--- src/rtl/lew_pkg.sv ---
`timescale 1ns / 1ps
// ----------------------------------------------------------------------------
// Line editor package
// Shared types, action codes and register defaults of the word-wrap editor.
// ----------------------------------------------------------------------------
package lew_pkg;

   localparam int LINE_LENGTH_DEF = 32;

   localparam int SYM_W = 8;
   localparam int ACT_W = 3;
   localparam int CNT_W = 6;
   localparam int CSR_IDX_W = 2;

   // Result action codes.
   localparam logic [ACT_W-1:0] ACT_ECHO    = 3'd0;
   localparam logic [ACT_W-1:0] ACT_ERASE   = 3'd1;
   localparam logic [ACT_W-1:0] ACT_NEWLINE = 3'd2;
   localparam logic [ACT_W-1:0] ACT_BELL    = 3'd3;
   localparam logic [ACT_W-1:0] ACT_END     = 3'd4;

   // Control register indexes.
   localparam logic [CSR_IDX_W-1:0] CSR_ERASE      = 2'd0;
   localparam logic [CSR_IDX_W-1:0] CSR_KILL       = 2'd1;
   localparam logic [CSR_IDX_W-1:0] CSR_WORD_ERASE = 2'd2;
   localparam logic [CSR_IDX_W-1:0] CSR_END        = 2'd3;

   // Register values after reset.
   localparam logic [SYM_W-1:0] ERASE_CHAR_RST      = 8'd127;
   localparam logic [SYM_W-1:0] KILL_CHAR_RST       = 8'd21;
   localparam logic [SYM_W-1:0] WORD_ERASE_CHAR_RST = 8'd23;
   localparam logic [SYM_W-1:0] END_CHAR_RST        = 8'd4;

   // Printable range; the space is the only blank that can be stored.
   localparam logic [SYM_W-1:0] CHAR_SPACE = 8'h20;
   localparam logic [SYM_W-1:0] CHAR_TILDE = 8'h7E;

   typedef struct packed {
      logic [SYM_W-1:0] erase_char;
      logic [SYM_W-1:0] kill_char;
      logic [SYM_W-1:0] word_erase_char;
      logic [SYM_W-1:0] end_char;
   } cfg_type;

   typedef struct packed {
      logic [ACT_W-1:0] action;
      logic [SYM_W-1:0] out_char;
      logic [CNT_W-1:0] erase_count;
      logic             last;
   } result_type;

endpackage

--- src/rtl/lew_store.sv ---
`timescale 1ns / 1ps
// ----------------------------------------------------------------------------
// Line store
// Single-port-write, single-port-read character memory with a registered read.
// ----------------------------------------------------------------------------
module lew_store #(
   parameter int DEPTH = lew_pkg::LINE_LENGTH_DEF,
   parameter int AW    = $clog2(DEPTH)
) (
   input  logic                     clock,
   input  logic                     wr_en,
   input  logic [AW-1:0]            wr_addr,
   input  logic [lew_pkg::SYM_W-1:0] wr_data,
   input  logic                     rd_en,
   input  logic [AW-1:0]            rd_addr,
   output logic [lew_pkg::SYM_W-1:0] rd_data
);

   logic [lew_pkg::SYM_W-1:0] line_ff [DEPTH];
   logic [lew_pkg::SYM_W-1:0] rd_data_ff;

   always_ff @(posedge clock) begin
      if (wr_en) begin
         line_ff[wr_addr] <= wr_data;
      end
   end

   always_ff @(posedge clock) begin
      if (rd_en) begin
         rd_data_ff <= line_ff[rd_addr];
      end
   end

   assign rd_data = rd_data_ff;

endmodule

--- src/rtl/lew_emit.sv ---
`timescale 1ns / 1ps
// ----------------------------------------------------------------------------
// Result output register
// Holds one result for the receiver so that the sequencer can move on.
// ----------------------------------------------------------------------------
module lew_emit (
   input  logic                       clock,
   input  logic                       reset,
   input  logic                       push,
   input  lew_pkg::result_type        push_data,
   output logic                       push_ready,
   output logic                       rsp_valid,
   input  logic                       rsp_stall,
   output logic [lew_pkg::ACT_W-1:0]  rsp_action,
   output logic [lew_pkg::SYM_W-1:0]  rsp_out_char,
   output logic [lew_pkg::CNT_W-1:0]  rsp_erase_count,
   output logic                       rsp_last
);

   logic                valid_ff;
   logic                valid_in;
   lew_pkg::result_type data_ff;

   // The register may be refilled in the same cycle as its transfer goes out.
   assign push_ready = !valid_ff || !rsp_stall;

   always_comb begin
      valid_in = valid_ff;
      if (push && push_ready) begin
         valid_in = 1'b1;
      end else if (!rsp_stall) begin
         valid_in = 1'b0;
      end
   end

   always_ff @(posedge clock) begin
      if (reset) begin
         valid_ff <= 1'b0;
      end else begin
         valid_ff <= valid_in;
      end
   end

   always_ff @(posedge clock) begin
      if (push && push_ready) begin
         data_ff <= push_data;
      end
   end

   assign rsp_valid       = valid_ff;
   assign rsp_action      = data_ff.action;
   assign rsp_out_char    = data_ff.out_char;
   assign rsp_erase_count = data_ff.erase_count;
   assign rsp_last        = data_ff.last;

endmodule

--- src/rtl/lew_ctrl.sv ---
`timescale 1ns / 1ps
// ----------------------------------------------------------------------------
// Line editor sequencer
// Decodes each byte and walks the line store one character per step.
// ----------------------------------------------------------------------------
module lew_ctrl #(
   parameter int LINE_LENGTH = lew_pkg::LINE_LENGTH_DEF,
   parameter int AW          = $clog2(LINE_LENGTH),
   parameter int LW          = $clog2(LINE_LENGTH + 1)
) (
   input  logic                       clock,
   input  logic                       reset,
   input  lew_pkg::cfg_type           cfg,
   input  logic                       req_valid,
   output logic                       req_stall,
   input  logic [lew_pkg::SYM_W-1:0]  req_symbol,
   output logic                       push,
   output lew_pkg::result_type        push_data,
   input  logic                       push_ready,
   output logic                       wr_en,
   output logic [AW-1:0]              wr_addr,
   output logic [lew_pkg::SYM_W-1:0]  wr_data,
   output logic                       rd_en,
   output logic [AW-1:0]              rd_addr,
   input  logic [lew_pkg::SYM_W-1:0]  rd_data
);

   localparam logic [LW-1:0] LEN_MAX  = LW'(LINE_LENGTH);
   localparam logic [AW-1:0] SRC_LAST = AW'(LINE_LENGTH - 1);

   typedef enum logic [10:0] {
      S_IDLE   = 11'b000_0000_0001,
      S_DECODE = 11'b000_0000_0010,
      S_WE_REQ = 11'b000_0000_0100,
      S_WE_CHK = 11'b000_0000_1000,
      S_WR_REQ = 11'b000_0001_0000,
      S_WR_CHK = 11'b000_0010_0000,
      S_WR_NL  = 11'b000_0100_0000,
      S_MV_REQ = 11'b000_1000_0000,
      S_MV_CHK = 11'b001_0000_0000,
      S_CHAR   = 11'b010_0000_0000,
      S_OUT    = 11'b100_0000_0000
   } state_type;

   state_type state_ff, state_in;
   state_type ret_ff, ret_in;
   logic [lew_pkg::SYM_W-1:0] sym_ff, sym_in;
   logic [LW-1:0] len_ff, len_in;
   logic [LW-1:0] ptr_ff, ptr_in;
   logic [AW-1:0] src_ff, src_in;
   logic [AW-1:0] dst_ff, dst_in;
   logic word_ff, word_in;
   logic single_ff, single_in;
   lew_pkg::result_type res_ff, res_in;

   logic [LW-1:0] ptr_dec;
   logic [LW-1:0] we_end;
   logic [LW-1:0] wrap_start;
   logic [LW-1:0] keep;
   logic          is_space;
   logic          printable;
   logic          mv_final;

   // Shared step unit: one decrement and one compare against the space code.
   assign ptr_dec    = ptr_ff - LW'(1);
   assign is_space   = (rd_data == lew_pkg::CHAR_SPACE);
   assign printable  = sym_ff inside {[lew_pkg::CHAR_SPACE:lew_pkg::CHAR_TILDE]};
   assign we_end     = (word_ff && is_space) ? ptr_ff : ptr_dec;
   assign wrap_start = is_space ? ptr_ff : '0;
   assign keep       = LEN_MAX - wrap_start;
   assign mv_final   = (src_ff == SRC_LAST);

   always_comb begin
      state_in  = state_ff;
      ret_in    = ret_ff;
      sym_in    = sym_ff;
      len_in    = len_ff;
      ptr_in    = ptr_ff;
      src_in    = src_ff;
      dst_in    = dst_ff;
      word_in   = word_ff;
      single_in = single_ff;
      res_in    = res_ff;
      wr_en     = 1'b0;
      wr_addr   = dst_ff;
      wr_data   = rd_data;
      rd_en     = 1'b0;
      rd_addr   = ptr_dec[AW-1:0];

      case (state_ff)
         S_IDLE: begin
            if (req_valid) begin
               sym_in   = req_symbol;
               state_in = S_DECODE;
            end
         end

         S_DECODE: begin
            state_in = S_IDLE;
            ret_in   = S_IDLE;
            if (sym_ff == cfg.erase_char) begin
               if (len_ff != '0) begin
                  len_in   = len_ff - LW'(1);
                  res_in   = '{lew_pkg::ACT_ERASE, '0, lew_pkg::CNT_W'(1), 1'b1};
                  state_in = S_OUT;
               end
            end else if (sym_ff == cfg.kill_char) begin
               if (len_ff != '0) begin
                  len_in   = '0;
                  res_in   = '{lew_pkg::ACT_ERASE, '0, lew_pkg::CNT_W'(len_ff), 1'b1};
                  state_in = S_OUT;
               end
            end else if (sym_ff == cfg.word_erase_char) begin
               if (len_ff != '0) begin
                  ptr_in   = len_ff;
                  word_in  = 1'b0;
                  state_in = S_WE_REQ;
               end
            end else if (sym_ff == cfg.end_char && len_ff == '0) begin
               res_in   = '{lew_pkg::ACT_END, '0, '0, 1'b1};
               state_in = S_OUT;
            end else if (len_ff == LEN_MAX) begin
               ptr_in   = LEN_MAX;
               state_in = S_WR_REQ;
            end else begin
               state_in = S_CHAR;
            end
         end

         S_WE_REQ: begin
            rd_en    = 1'b1;
            state_in = S_WE_CHK;
         end

         S_WE_CHK: begin
            // Trailing spaces first, then the word; stop at the space before it.
            if ((word_ff && is_space) || ptr_dec == '0) begin
               len_in   = we_end;
               res_in   = '{lew_pkg::ACT_ERASE, '0,
                            lew_pkg::CNT_W'(len_ff - we_end), 1'b1};
               ret_in   = S_IDLE;
               state_in = S_OUT;
            end else begin
               ptr_in   = ptr_dec;
               word_in  = word_ff || !is_space;
               state_in = S_WE_REQ;
            end
         end

         S_WR_REQ: begin
            rd_en    = 1'b1;
            state_in = S_WR_CHK;
         end

         S_WR_CHK: begin
            if (is_space && ptr_ff == LEN_MAX) begin
               // Full line ending in a space: a newline alone starts a fresh line.
               len_in   = '0;
               res_in   = '{lew_pkg::ACT_NEWLINE, '0, '0, 1'b0};
               ret_in   = S_CHAR;
               state_in = S_OUT;
            end else if (is_space || ptr_dec == '0) begin
               len_in    = keep;
               single_in = (wrap_start == '0);
               src_in    = wrap_start[AW-1:0];
               dst_in    = '0;
               res_in    = '{lew_pkg::ACT_ERASE, '0, lew_pkg::CNT_W'(keep), 1'b0};
               ret_in    = S_WR_NL;
               state_in  = S_OUT;
            end else begin
               ptr_in   = ptr_dec;
               state_in = S_WR_REQ;
            end
         end

         S_WR_NL: begin
            res_in   = '{lew_pkg::ACT_NEWLINE, '0, '0, 1'b0};
            ret_in   = S_MV_REQ;
            state_in = S_OUT;
         end

         S_MV_REQ: begin
            rd_en    = 1'b1;
            rd_addr  = src_ff;
            state_in = S_MV_CHK;
         end

         S_MV_CHK: begin
            // Move the partial word to the head of the line while retyping it.
            // On a single-word line a printable byte is dropped afterwards,
            // so the last retyped character closes the transfer sequence.
            wr_en    = 1'b1;
            wr_addr  = dst_ff;
            wr_data  = rd_data;
            res_in   = '{lew_pkg::ACT_ECHO, rd_data, '0,
                         mv_final && single_ff && printable};
            src_in   = src_ff + AW'(1);
            dst_in   = dst_ff + AW'(1);
            ret_in   = mv_final ? S_CHAR : S_MV_REQ;
            state_in = S_OUT;
         end

         S_CHAR: begin
            ret_in = S_IDLE;
            if (printable) begin
               if (len_ff != LEN_MAX) begin
                  wr_en    = 1'b1;
                  wr_addr  = len_ff[AW-1:0];
                  wr_data  = sym_ff;
                  len_in   = len_ff + LW'(1);
                  res_in   = '{lew_pkg::ACT_ECHO, sym_ff, '0, 1'b1};
                  state_in = S_OUT;
               end else begin
                  state_in = S_IDLE;
               end
            end else begin
               res_in   = '{lew_pkg::ACT_BELL, '0, '0, 1'b1};
               state_in = S_OUT;
            end
         end

         S_OUT: begin
            if (push_ready) begin
               state_in = ret_ff;
            end
         end

         default: begin
            state_in = S_IDLE;
         end
      endcase
   end

   always_ff @(posedge clock) begin
      if (reset) begin
         state_ff <= S_IDLE;
         ret_ff   <= S_IDLE;
         len_ff   <= '0;
      end else begin
         state_ff <= state_in;
         ret_ff   <= ret_in;
         len_ff   <= len_in;
      end
   end

   always_ff @(posedge clock) begin
      sym_ff    <= sym_in;
      ptr_ff    <= ptr_in;
      src_ff    <= src_in;
      dst_ff    <= dst_in;
      word_ff   <= word_in;
      single_ff <= single_in;
      res_ff    <= res_in;
   end

   assign req_stall = (state_ff != S_IDLE);
   assign push      = (state_ff == S_OUT);
   assign push_data = res_ff;

endmodule

--- src/rtl/line_editor_word_wrap.sv ---
`timescale 1ns / 1ps
// ----------------------------------------------------------------------------
// Line editor with word wrap
// Terminal line editing of typed bytes with erase, kill, word erase and wrap.
// ----------------------------------------------------------------------------
// One typed byte is taken per req_ transfer (req_valid high, req_stall low).
// Each byte produces zero or more results on the rsp_ channel; rsp_last marks
// the final result of a byte. A byte that needs no result (erase on an empty
// line, for instance) produces no transfer at all.
// The block handles one byte at a time and holds req_stall high until every
// result of that byte has been handed to the output register. A single erase,
// kill or end report goes from the decode state straight to the output state,
// a plain echo or bell first through the character state, and the next byte
// can be taken once the sequencer is back in its idle state. A word erase
// walks the line store backwards one character per step (registered memory
// read, then compare). A wrap scans the last word the same way and then
// retypes it one character per step (read, move, hand over).
// When the receiver holds rsp_stall, the result waits in the output register
// and the sequencer stops at its next result until space frees.
// Reset empties the line, clears the output register and loads the default
// control characters; the line store itself is not cleared, as only entries
// below the line length are ever read. The csr_ port writes the control
// characters; the user must use it only while the block is idle (unenforced).
// ----------------------------------------------------------------------------
module line_editor_word_wrap #(
   parameter int LINE_LENGTH = lew_pkg::LINE_LENGTH_DEF
) (
   input  logic                           clock,
   input  logic                           reset,
   input  logic                           req_valid,
   output logic                           req_stall,
   input  logic [lew_pkg::SYM_W-1:0]      req_symbol,
   output logic                           rsp_valid,
   input  logic                           rsp_stall,
   output logic [lew_pkg::ACT_W-1:0]      rsp_action,
   output logic [lew_pkg::SYM_W-1:0]      rsp_out_char,
   output logic [lew_pkg::CNT_W-1:0]      rsp_erase_count,
   output logic                           rsp_last,
   input  logic                           csr_write,
   input  logic [lew_pkg::CSR_IDX_W-1:0]  csr_index,
   input  logic [lew_pkg::SYM_W-1:0]      csr_wdata
);

   localparam int AW = $clog2(LINE_LENGTH);
   localparam int LW = $clog2(LINE_LENGTH + 1);

   lew_pkg::cfg_type    cfg_ff, cfg_in;
   lew_pkg::result_type push_data;
   logic                push;
   logic                push_ready;
   logic                wr_en;
   logic [AW-1:0]       wr_addr;
   logic [lew_pkg::SYM_W-1:0] wr_data;
   logic                rd_en;
   logic [AW-1:0]       rd_addr;
   logic [lew_pkg::SYM_W-1:0] rd_data;

   // Control character registers.
   always_comb begin
      cfg_in = cfg_ff;
      if (csr_write) begin
         case (csr_index)
            lew_pkg::CSR_ERASE:      cfg_in.erase_char      = csr_wdata;
            lew_pkg::CSR_KILL:       cfg_in.kill_char       = csr_wdata;
            lew_pkg::CSR_WORD_ERASE: cfg_in.word_erase_char = csr_wdata;
            lew_pkg::CSR_END:        cfg_in.end_char        = csr_wdata;
            default: begin
               cfg_in = cfg_ff;
            end
         endcase
      end
   end

   always_ff @(posedge clock) begin
      if (reset) begin
         cfg_ff.erase_char      <= lew_pkg::ERASE_CHAR_RST;
         cfg_ff.kill_char       <= lew_pkg::KILL_CHAR_RST;
         cfg_ff.word_erase_char <= lew_pkg::WORD_ERASE_CHAR_RST;
         cfg_ff.end_char        <= lew_pkg::END_CHAR_RST;
      end else begin
         cfg_ff <= cfg_in;
      end
   end

   lew_ctrl #(
      .LINE_LENGTH (LINE_LENGTH),
      .AW          (AW),
      .LW          (LW)
   ) u_ctrl (
      .clock      (clock),
      .reset      (reset),
      .cfg        (cfg_ff),
      .req_valid  (req_valid),
      .req_stall  (req_stall),
      .req_symbol (req_symbol),
      .push       (push),
      .push_data  (push_data),
      .push_ready (push_ready),
      .wr_en      (wr_en),
      .wr_addr    (wr_addr),
      .wr_data    (wr_data),
      .rd_en      (rd_en),
      .rd_addr    (rd_addr),
      .rd_data    (rd_data)
   );

   lew_store #(
      .DEPTH (LINE_LENGTH),
      .AW    (AW)
   ) u_store (
      .clock   (clock),
      .wr_en   (wr_en),
      .wr_addr (wr_addr),
      .wr_data (wr_data),
      .rd_en   (rd_en),
      .rd_addr (rd_addr),
      .rd_data (rd_data)
   );

   lew_emit u_emit (
      .clock           (clock),
      .reset           (reset),
      .push            (push),
      .push_data       (push_data),
      .push_ready      (push_ready),
      .rsp_valid       (rsp_valid),
      .rsp_stall       (rsp_stall),
      .rsp_action      (rsp_action),
      .rsp_out_char    (rsp_out_char),
      .rsp_erase_count (rsp_erase_count),
      .rsp_last        (rsp_last)
   );

endmodule

--- config.mk ---
export PLATFORM = sky130hd
export DESIGN_NAME = line_editor_word_wrap
export DESIGN_NICKNAME = d
export VERILOG_FILES = /design/src/rtl/lew_pkg.sv /design/src/rtl/lew_store.sv /design/src/rtl/lew_emit.sv /design/src/rtl/lew_ctrl.sv /design/src/rtl/line_editor_word_wrap.sv
export SDC_FILE = /design/constraint.sdc
export NUM_CORES = 1
export LEC_CHECK = 0
export BUFFER_PORTS_ARGS = -buffer_cell sky130_fd_sc_hd__buf_2
export CORE_MARGIN = 2
export CORE_UTILIZATION = 55
export CTS_CLUSTER_DIAMETER = 150
export CTS_CLUSTER_SIZE = 16
export DETAILED_ROUTE_END_ITERATION = 10
export PLACE_DENSITY = 0.7
export REMOVE_ABC_BUFFERS = 1
export SLEW_MARGIN = 20
export SYNTH_ARGS = -nofsm -noshare
export SYNTH_HDL_FRONTEND = slang
export SYNTH_SLANG_ARGS = --single-unit
--- constraint.sdc ---
create_clock -name clock -period 3.8 [get_ports clock]
set_input_delay 0.19 -clock clock [delete_from_list [all_inputs] [get_ports clock]]
set_output_delay 0.19 -clock clock [all_outputs]
set_load 0.02 [all_outputs]
# Yosys cells after proc, flatten, opt, wreduce, memory -nomap -nowiden
# Memories as Yosys holds them, arrays and structs flattened. A register that Yosys moved wholly into a read port is not among the register bits.
# Index checks and enable logic that the tools add are counted.
# Widths: inputs -> output; s select.
word_totals:
  register_bits: 123
  latch_bits: 0
  ram_bits: 256
  romBits: 0
  output_inout_bits: 20
  word_cells: 203
  n_memories: 1
op_classes:
  addsub: 7
  mul: 0
  div_mod_pow: 0
  order_cmp: 2
  eq_ne: 48
  shifts: 0
  mux: 81
  bitwise: 1
  reduce_logical: 41
mem_list:
  columns: ["name", "words", "width", "read_ports", "rd_clocked_by_memory_dff", "wr", "line", "text"]
  rows:
  - ["u_store.line_ff", 32, 8, 1, 1, 1, "lew_store.sv:19", "logic [lew_pkg::SYM_W-1:0] line_ff [DEPTH];"]
op_table:
  columns: ["cell", "n"]
  rows:
  - ["$mux 18", 11]
  - ["$mux 11", 15]
  - ["$mux 6", 20]
  - ["$pmux 11 s10", 1]
  - ["$pmux 18 s6", 1]
  - ["$pmux 11 s5", 1]
  - ["$mux 5", 8]
  - ["$eq 8x8->1", 4]
  - ["$mux 8", 3]
  - ["$pmux 6 s4", 1]
  - ["$mux 10", 2]
  - ["$pmux 5 s2", 2]
  - ["$logic_not 6->1", 3]
  - ["$pmux 6 s3", 1]
  - ["$ne 2x1->1 const B", 7]
  - ["$ne 2x2->1 const B", 7]
  - ["$eq 6x6->1 const B", 2]
  - ["$mux 1", 12]
  - ["$reduce_and 2->1", 6]
  - ["$reduce_bool 6->1", 2]
  - ["$sub 6x1->6 const B", 2]
  - ["$eq 11x1->1 const B", 1]
  - ["$eq 11x10->1 const B", 1]
  - ["$eq 11x11->1 const B", 1]
  - ["43 further kinds", 66]

# Depth between registers and ports, before layout
logic_depth:
  ltp_word: 7
  ltp_mapped: 13
  depth_no_buf: 13

# Hierarchy
# A second synthesis with hierarchy kept.
unflattened:
  cells_unflattened: 1038
  area_unflattened_um2: 16465.8
by_module_without_submodules:
  columns: ["mod", "instances", "cells_per_inst", "area_each_um2", "seq_area_each_um2"]
  rows:
  - ["lew_store", 1, 417, 10133.5, 7927.6]
  - ["lew_ctrl", 1, 474, 4451.8, 1741.7]
  - ["line_editor_word_wrap", 1, 124, 1301.2, 640.6]
  - ["lew_emit", 1, 23, 579.3, 560.5]

# Least setup slack after synthesis
# OpenSTA, ideal clock, no wires.
synth_timing:
  kind: "register to register"
  startpoint: "register u_ctrl.state_ff[6]"
  endpoint: "register u_emit.data_ff (netlist bit u_emit.rsp_action[0]), enable pin"
  setup_time_ps: 424
  arrival_ps: 3069
  required_ps: 3376
  setup_slack_ps: 307
  path_stages_with_launch: 7
  n_path_buf: 1
  synth_period_minus_slack_ps: 3493
  cell_sequence: "dfxtp_1 -> clkbuf_1 -> nor3_1 -> and2_1 -> nand2_1 -> nor4b_1 -> a21boi_0"
synth_via:
  elab_chain_len: 2
synth_lines:
  columns: ["element", "line", "text"]
  rows:
  - ["start: declaration", "lew_ctrl.sv:45", "state_type state_ff, state_in;"]
  - ["start signal: assignment", "lew_ctrl.sv:240", "state_ff <= state_in;"]
  - ["$eq 11x11->1", "lew_ctrl.sv:257", "assign push = (state_ff == S_OUT);"]
  - ["$logic_and 1x1->1", "lew_emit.sv:45", "if (push && push_ready) begin"]
  - ["end signal: assignment", "lew_emit.sv:46", "data_ff <= push_data;"]
  - ["end: declaration", "lew_emit.sv:22", "lew_pkg::result_type data_ff;"]
# No other way between the ends.
# A chain may end at the register's enable or synchronous reset.

# Worst setup path after layout
layout_timing:
  startpoint: "register u_ctrl.ptr_ff[0]"
  endpoint: "register u_store.rd_data_ff (netlist bit u_store.rd_data[2]) (read register of u_store.line_ff), data pin"
layout_via:
  elab_chain_len: 2
layout_lines:
  columns: ["element", "line", "text"]
  rows:
  - ["start: declaration", "lew_ctrl.sv:49", "logic [LW-1:0] ptr_ff, ptr_in;"]
  - ["start signal: assignment", "lew_ctrl.sv:248", "ptr_ff <= ptr_in;"]
  - ["$sub 6x1->6", "lew_ctrl.sv:65", "assign ptr_dec = ptr_ff - LW'(1);"]
  - ["$mux 5", "lew_ctrl.sv:90", "case (state_ff)"]
  - ["end: declaration", "lew_store.sv:20", "logic [lew_pkg::SYM_W-1:0] rd_data_ff;"]
# No other way between the ends.

==> flow_summary.json <==
{
  "ios": 43,
  "maxCapViolCount": 0,
  "final_cells": 1944,
  "rows": 64,
  "gr-total-overflow": 0,
  "holdCritStartpoint": "csr_index[1]",
  "grtUsageTotal_pct": 26.6,
  "fin_skew_ns": 0.0213,
  "cts_buffer_depth": 3,
  "path_clk_slew_ns": 0.09,
  "dr.first_iter.drc_count": 1206,
  "min_to": "cfg_ff[17]",
  "layout_setup_ws_ns": 0.163,
  "powerDensity_nw_per_um2": 395,
  "multi_input_area_um2": 5520,
  "fill_cells": 2376,
  "routabilityCongestion": 0.915,
  "max_clock_freq_mhz": 275,
  "post_cts_buffers": 0,
  "cp-start-kind": "flop",
  "placedCellCount": 1888,
  "ir_drop_uv": 449,
  "initial_utilization_pct": 55.4,
  "arrival_ns": 4.06,
  "wl_per_cell_um": 21.6,
  "grt_start_max_net_pins": 59,
  "cts_buffers": 27,
  "die_h_um": 179,
  "vias": 11800,
  "synthDistinctLibCells": 79,
  "reg2reg_from": "u_ctrl.ptr_ff[0]",
  "clk_latency_ns": 0.58,
  "end_kind": "flop",
  "hpwlAfterDp_um": 27800,
  "async_flop_share_pct": 0,
  "synth-warning-count": 0,
  "dieArea_um2": 32000,
  "seq_area_frac_synth_pct": 64.7,
  "layout-drive-gt1-share_pct": 12.3,
  "required_ns": 4.23,
  "dp_slack_ns": 0.357,
  "antenna_found_initial": 0,
  "htreeDepth": 1,
  "yosys_register_bits": 380,
  "status": "finished clean",
  "synth_area_um2": 16800,
  "ys.flop_type": "edfxtp_1",
  "postLayoutCoreUtil_pct": 62.1,
  "grt_pass1_wl_um": 63900,
  "fin_crit_ns": 3.64,
  "antenna_left": 0,
  "r2r-end": "u_store.rd_data[2]",
  "root_buffer": "clkbuf_16",
  "drt_wl_total_um": 41900,
  "vias_per_cell": 6.06,
  "worstSetupPathType": "reg2reg",
  "die_w_um": 179,
  "seq_area_um2": 10900,
  "rsz0062_at_grt": "no",
  "setup_viol": 0,
  "cp_max_fo": 7,
  "fin_nets": 1577,
  "core_um2": 30300,
  "min_delay_path_depth": 4,
  "portBuffers": 42,
  "synth_edf_count": 326,
  "yosysTopAreaCell": "edfxtp_1",
  "slew_headroom_pct": 40.6,
  "tightest_slew_ns": 0.887,
  "min_path_type": "in2reg",
  "reg2reg_slack_ns": 0.16,
  "first_pass_iters": 5,
  "maxSlewViolCount": 0,
  "power.leakage_nw": 6.51,
  "syn_to_final_growth_pct": 12.1,
  "avgSynthCellArea_um2": 11.6,
  "netlist_instances": 1445,
  "yosys.area.top_type_share_pct": 58.2,
  "cts_tree": "yes",
  "synth.area.top_cells": "edfxtp_1 (58%), nand2_1 (7.3%), dfxtp_1 (6.4%)",
  "grt_pass1_vias": 11200,
  "diodes": 0,
  "reg2regPathDepth": 9,
  "drc": 0,
  "fin_crit_sh_pct": 95.7,
  "cts.sink_count": 380,
  "finalHoldViolCount": 0
}
## what timing repair did
item                      CTS  global route
resized for setup           0             0
hold buffers               18             0
hold endpoints to repair   44             0
## cell families after synthesis
group,count (synthesis),share of synthesized area [%]
AOI/OAI and AO/OA,197,7.85
and+or+nand+nor,655,18.2
buffers and inverters,102,2.73
DFF,380,64.7
adders and majority gates,15,1.16
muxes,36,2.29
xor gates and xnor gates,60,3.13
## worst max-delay path: stages, from the launching register on
cell and delay [ns]:
edfxtp_1 0.50, inv_1 0.24, ha_1 0.37, o21bai_1 0.12, a211o_1 0.33, a31oi_1 0.41, nor2_1 0.23, a32o_1 0.27
a311oi_1 0.68, and4_1 0.33
## Yosys cell counts (17+ instances only)
library cell	n
buf_2	30
clkbuf_1	37
o21ai_0	21
nor4_1	17
nand2_1	326
a21oi_1	78
edfxtp_1	326
inv_1	21
nand3_1	110
dfxtp_1	54
nor2_1	72
nor3_1	39
mux2i_1	32
xnor2_1	49
## layout make-up
| class | count | share of cell area, % |
|---|---|---|
| clock buffers | 36 | 3.77 |
| clock inverters | 2 | 0.266 |
| inverters | 22 | 0.438 |
| multi-input cells | 963 | 29.3 |
| flip-flops and latches | 380 | 57.7 |
| well taps | 396 | 2.63 |
| repair buffers | 145 | 5.86 |
## metrics by stage
step                TNS, ns  hold WS (ns)  cell area [µm²]  power (mW)
CTS                       0        0.0813            18800        7.49
floorplan            -16.11         0.255            16400        4.72
finish                    0         0.105            18800        7.45
detailed placement        0         0.368            17900        4.80
global placement          0         0.371            17900        4.80
global route              0         0.117            18800        7.65
## routing by layer
| layer | up-vias | track usage [%] | wire (µm) |
|---|---|---|---|
| li1 | 5462 | - | - |
| met1 | 5699 | 35.8 | 17400 |
| met2 | 523 | 43.5 | 19700 |
| met3 | 96 | 5.17 | 3430 |
| met4 | 0 | 8.91 | 1420 |
| met5 | - | 0 | 0 |
## state kept, by name, summed over array words and instances (netlist names), 6 cells and up
signal,cells
u_store.line_ff,256
cfg_ff,32
u_ctrl.push_data,18
u_ctrl.state_ff,11
u_ctrl.sym_ff,8
u_emit.rsp_out_char,8
u_store.rd_data,8
u_ctrl.len_ff,6
u_ctrl.ptr_ff,6
u_emit.rsp_erase_count,6
## placed cells by master, fill, tap and decap left out, types with 7 or more instances in the layout
| cell | instances |
|---|---|
| o21ai_0 | 21 |
| and4_1 | 7 |
| a21oi_1 | 78 |
| inv_1 | 21 |
| nand3_1 | 110 |
| mux2i_1 | 30 |
| a22o_1 | 9 |
| dlygate4sd3_1 | 18 |
| a32oi_1 | 14 |
| dfxtp_1 | 54 |
| clkbuf_16 | 27 |
| nor4_1 | 16 |
| ha_1 | 14 |
| a31oi_1 | 11 |
| buf_2 | 42 |
| buf_4 | 79 |
| xnor2_1 | 49 |
| and3_1 | 12 |
| nor3_1 | 37 |
| clkbuf_1 | 9 |
| nand4_1 | 14 |
| nor2_1 | 72 |
| xor2_1 | 11 |
| edfxtp_1 | 326 |
| a311oi_1 | 7 |
| a22oi_1 | 7 |
| nand2_1 | 326 |
## where the power goes
part | internal, mW | switching, mW
combinational | 0.0844 | 0.109
sequential | 4.50 | 0.0314
clock | 1.37 | 1.36
## how the worst max path moves through the flow
stage,start,end
floorplan,u_ctrl.state_ff[10],u_store.rd_data[0]
global placement,u_ctrl.state_ff[10],u_store.rd_data[2]
detailed placement,u_ctrl.state_ff[10],u_store.rd_data[2]
CTS,u_ctrl.state_ff[10],u_store.rd_data[2]
global route,u_ctrl.state_ff[10],u_store.rd_data[2]
finish,u_ctrl.ptr_ff[0],u_store.rd_data[2]
Note: power is estimated with default switching activity, not from simulation.
